<file path="src/sv/tfdt_div.sv">
// Pipelined restoring divider, one quotient bit per stage.
// Stand-alone; requires num < den * 2^QW.
module tfdt_div #(
  parameter int NW = 50,
  parameter int DW = 34,
  parameter int QW = 17
) (
  input  logic          clk,
  input  logic          en,
  input  logic [NW-1:0] num,
  input  logic [DW-1:0] den,
  output logic [QW-1:0] quo
);

  localparam int TW = QW + DW;

  logic [TW-1:0] numx;
  logic [DW-1:0] rem_r [QW];
  logic [DW-1:0] den_r [QW];
  logic [QW-1:0] low_r [QW];
  logic [QW-1:0] q_r   [QW];
  logic [DW-1:0] rem_nxt [QW];
  logic [QW-1:0] low_nxt [QW];
  logic [QW-1:0] q_nxt   [QW];
  logic [DW-1:0] den_nxt [QW];

  assign numx = TW'(num);

  for (genvar i = 0; i < QW; i++) begin : g_stage
    logic [DW-1:0] rem_in;
    logic [QW-1:0] low_in;
    logic [QW-1:0] q_in;
    logic [DW:0]   trial;
    logic          ge;

    if (i == 0) begin : g_first
      assign rem_in = numx[TW-1:QW];
      assign low_in = numx[QW-1:0];
      assign q_in   = '0;
      assign den_nxt[i] = den;
    end else begin : g_next
      assign rem_in = rem_r[i-1];
      assign low_in = low_r[i-1];
      assign q_in   = q_r[i-1];
      assign den_nxt[i] = den_r[i-1];
    end

    assign trial      = {rem_in, low_in[QW-1]};
    assign ge         = trial >= {1'b0, den_nxt[i]};
    assign rem_nxt[i] = ge ? DW'(trial - {1'b0, den_nxt[i]}) : trial[DW-1:0];
    assign low_nxt[i] = low_in << 1;
    assign q_nxt[i]   = {q_in[QW-2:0], ge};
  end

  always_ff @(posedge clk) begin
    if (en) begin
      for (int i = 0; i < QW; i++) begin
        rem_r[i] <= rem_nxt[i];
        low_r[i] <= low_nxt[i];
        q_r[i]   <= q_nxt[i];
        den_r[i] <= den_nxt[i];
      end
    end
  end

  assign quo = q_r[QW-1];

endmodule

</file>
<file path="config.mk">
export PLATFORM = sky130hd
export DESIGN_NAME = tfdt_div
export DESIGN_NICKNAME = d
export VERILOG_FILES = /design/src/sv/tfdt_div.sv
export SDC_FILE = /design/constraint.sdc
export NUM_CORES = 2
export LEC_CHECK = 0
export BUFFER_PORTS_ARGS = -buffer_cell sky130_fd_sc_hd__buf_4
export CAP_MARGIN = 10
export CELL_PAD_IN_SITES_DETAIL_PLACEMENT = 1
export CELL_PAD_IN_SITES_GLOBAL_PLACEMENT = 1
export CORE_MARGIN = 1.5
export CORE_UTILIZATION = 45
export DETAILED_ROUTE_END_ITERATION = 10
export GPL_ROUTABILITY_DRIVEN = 0
export GPL_TIMING_DRIVEN = 0
export PLACE_DENSITY = 0.69
export SLEW_MARGIN = 30
export SYNTH_ARGS = -nofsm -noshare
export SYNTH_HDL_FRONTEND = slang
export SYNTH_SLANG_ARGS = --single-unit
</file>
<file path="constraint.sdc">
create_clock -name clk -period 5.31 [get_ports clk]
set_input_delay 1.3275 -clock clk [delete_from_list [all_inputs] [get_ports clk]]
set_output_delay 1.3275 -clock clk [all_outputs]
set_load 0.01 [all_outputs]
</file>
==> qor.yml <==
outcome: "finished, final reports clean"
vias_per_cell: 5.508
p_leak_nw: 34.98
wl_per_cell_um: 20.27
final_nets: 7879
start_util: 0.4531
synth_cells: 6925
instances_no_fill: 9624
r2r_start: "rem_r[0][299]"
via_count: 53010
required_ns: 5.81
cp_max_fo: 10
hp-class: "register to register"
grt_max_degree: 142
clk_latency_ns: 0.80
cts_tree: "built"
drv.max_cap_violation_count: 0
rsz0062_at_grt: "false"
io_buffers: 102
place_inst: 9351
drtIter0Drc: 1999
grt_pass1_wl_um: 301900
path_delay_family: "simple AND/OR/NAND/NOR gates"
worst_slew_pin_slew_ns: 0.9820
gr-total-overflow: 0
num_antenna_cells: 0
cp_num_buf_inv: 3
crit_chain: "ha_1 > clkbuf_1 > nand4_1 > nor2_1 > nand4_1 > nor3_1 > a2111oi_0 > o31a_1 > o211ai_1 > clkbuf_1 > clkbuf_1 > a21oi_1"
grt_pass1_vias: 57350
critPathSlowestCell: "nor3_1"
synth_common_cells: "edfxtp_1 (1,377), inv_1 (726), a21oi_1 (664), ha_1 (578), nor2_1 (476)"
regToRegSetupSlack_ns: 0.17
clockRootBuffer: "clkbuf_16"
syn_to_final_growth_pct: 11.50
ys_async_sr_fraction: 0
clock_skew_ns: 0.02167
antenna_found_initial: 4
crit_arrival_ns: 5.64
startpoint_type: "register"
finalHoldViolCount: 0
fmax_mhz: 194.7
cts_hold_buf: 0
finalCritPeriodShare: 0.9673
worst_r2r_path_depth: 12
synth_cell_types: 82
syn-mean-instance-area_sq_um: 11.22
syn-cell-area_sq_um: 77720
fp.dieW_um: 418.6
dp_hpwl_um: 154800
ios: 103
synth.area.top_cells: "edfxtp_1 (53%), ha_1 (9.3%), a21oi_1 (4.3%), inv_1 (3.5%), xnor2_1 (3.2%)"
layout_min_cycle_time_ns: 5.136
grt_util_all_layers: 0.2215
power_mw: 52.46
critPathKind: "register to register"
ys_seq_area_frac: 0.5320
finalMaxSlewViolations: 0
cp_slowest_stage_delay_ns: 0.85
ir_drop_uv: 351.1
synth_top_area_share: 0.5320
r2r-end: "rem_r[0][333]"
setup.worst_path.end_class: "register"
synth-edff-count: 1377
ys_ff_latch: 1377
cp-endpoint: "rem_r[0][333]"
yosysTopAreaCell: "edfxtp_1"
crit_cells: 12
numCtsBuffers: 157
wirelength_um: 195100
drc_errors: 0
htreeDepth: 4
drtAntennaViolNets: 0
core_area_sq_um: 171500
synth_most_common_cell: "edfxtp_1"
die_area_sq_um: 175200
slew_headroom: 0.3284
crit_path_frequent_cell: "clkbuf_1"
drt-pass1-iter-count: 7
die_height_um: 418.6
rows: 152
clock_sinks: 1377
synth_ff_type: "edfxtp_1"
setup_viol: 0
drive_gt1_frac: 0.08532
crit_start: "rem_r[0][299]"
path_clk_slew_ns: 0.06
cts.path.max_buffers: 3
synth_nets: 7605
p_per_area_nw_per_um2: 605.4
final_util: 0.5052
ys_warn_count: 0
## layout make-up
cell class                      instances  area, sq um
Timing Repair Buffer                  117         1117
Fill cell                           18300        84880
Buffer                                160        695.7
Sequential cell                      1377        41350
Multi-Input combinational cell       4660        33050
Clock inverter                         78        614.3
Tap cell                             2310         2890
Clock buffer                          196         4224
Inverter                              726         2725
## metrics by stage
step	setup TNS [ns]	area, sq um	hold WS (ns)	worst slack [ns]
floorplan	0	77720	0.4003	0.8160
global placement	-	81380	0.4007	-9.211
detailed placement	-36.62	81780	0.4052	-0.4238
CTS	0	86660	0.4166	0.05010
global route	0	86670	0.4150	0.04929
finish	0	86670	0.4145	0.1737
## cell families after synthesis
kind of cell / count (synthesis) / share of synthesized area
AOI/OAI and AO/OA: 1849 / 0.1474
and+or+nand+nor: 1514 / 0.09166
DFF: 1377 / 0.5320
buffers and inverters: 888 / 0.04371
adders and majority gates: 594 / 0.09717
xor gates and xnor gates: 465 / 0.05240
muxes: 238 / 0.03571
## worst register-to-register path, delay by kind of cell, from the launching register on
family	cells	cell delay (ns)
flip-flops	1	0.40
AO/OA/AOI/OAI	4	0.71
adder cells (fa/ha/maj)	1	0.30
AND/OR/NAND/NOR	4	1.76
buffers and inverters	3	1.66
## metal layers
metal / vias to the layer above / GRT usage / wire length [um]
li1: 25940 / - / -
met1: 25550 / 0.1808 / 62360
met2: 916 / 0.4527 / 109900
met3: 612 / 0.02704 / 4451
met4: 0 / 0.1911 / 18390
met5: - / 0 / 0
## timing repair
item / CTS / global route
setup endpoints to repair: 91 / 15
setup buffers: 0 / 0
gates resized for setup: 11 / 5
## cell usage in the layout, fill, tap and decap left out, types with 12 or more instances in the layout
cell type  count
edfxtp_1    1377
inv_1        726
a21oi_1      663
ha_1         578
nor2_1       476
nand2_1      407
o21ai_0      387
xnor2_1      285
a21o_1       242
mux2_2       202
xor2_1       180
clkbuf_16    164
clkbuf_1     161
nand3_1      120
buf_4        102
nor3_1        90
nand4_1       78
a211oi_1      77
nor2b_1       73
o21a_1        70
o21bai_1      65
and3_1        64
nand2b_1      58
a31oi_1       52
o31ai_1       40
o211ai_1      37
clkinv_1      36
and2_1        29
mux2_4        28
or3_1         24
or2_2         22
clkinv_2      22
and4_1        20
a311oi_1      19
a21boi_0      17
fa_1          16
a221oi_1      15
o22ai_1       13
a2111oi_0     13
buf_16        12
## how the worst min path moves through the flow
| stage | start | endpoint | slack, ns | cells after the start |
|---|---|---|---|---|
| 2_1_floorplan | low_r[0][85] | low_r[0][102] | 0.40 | 0 |
| 3_3_place_gp | low_r[0][140] | low_r[0][157] | 0.40 | 0 |
| 3_5_place_dp | low_r[0][153] | low_r[0][170] | 0.41 | 0 |
| 4_1_cts | low_r[0][119] | low_r[0][136] | 0.42 | 0 |
| 5_1_grt | low_r[0][119] | low_r[0][136] | 0.42 | 0 |
| 6_report | q_r[12][0] | q_r[13][1] | 0.41 | 0 |
## state kept, by name, indices dropped and copies added, names as in the netlist
name	count
den_r	544
q_r	153
rem_r	544
low_r	136
## report_power, final
part	internal (mW)	switching, mW	total (mW)
clock	6.03	4.25	10.3
sequential	16.0	1.44	17.5
combinational	10.3	14.4	24.7
No activity file was read; power rests on OpenSTA's default activity.
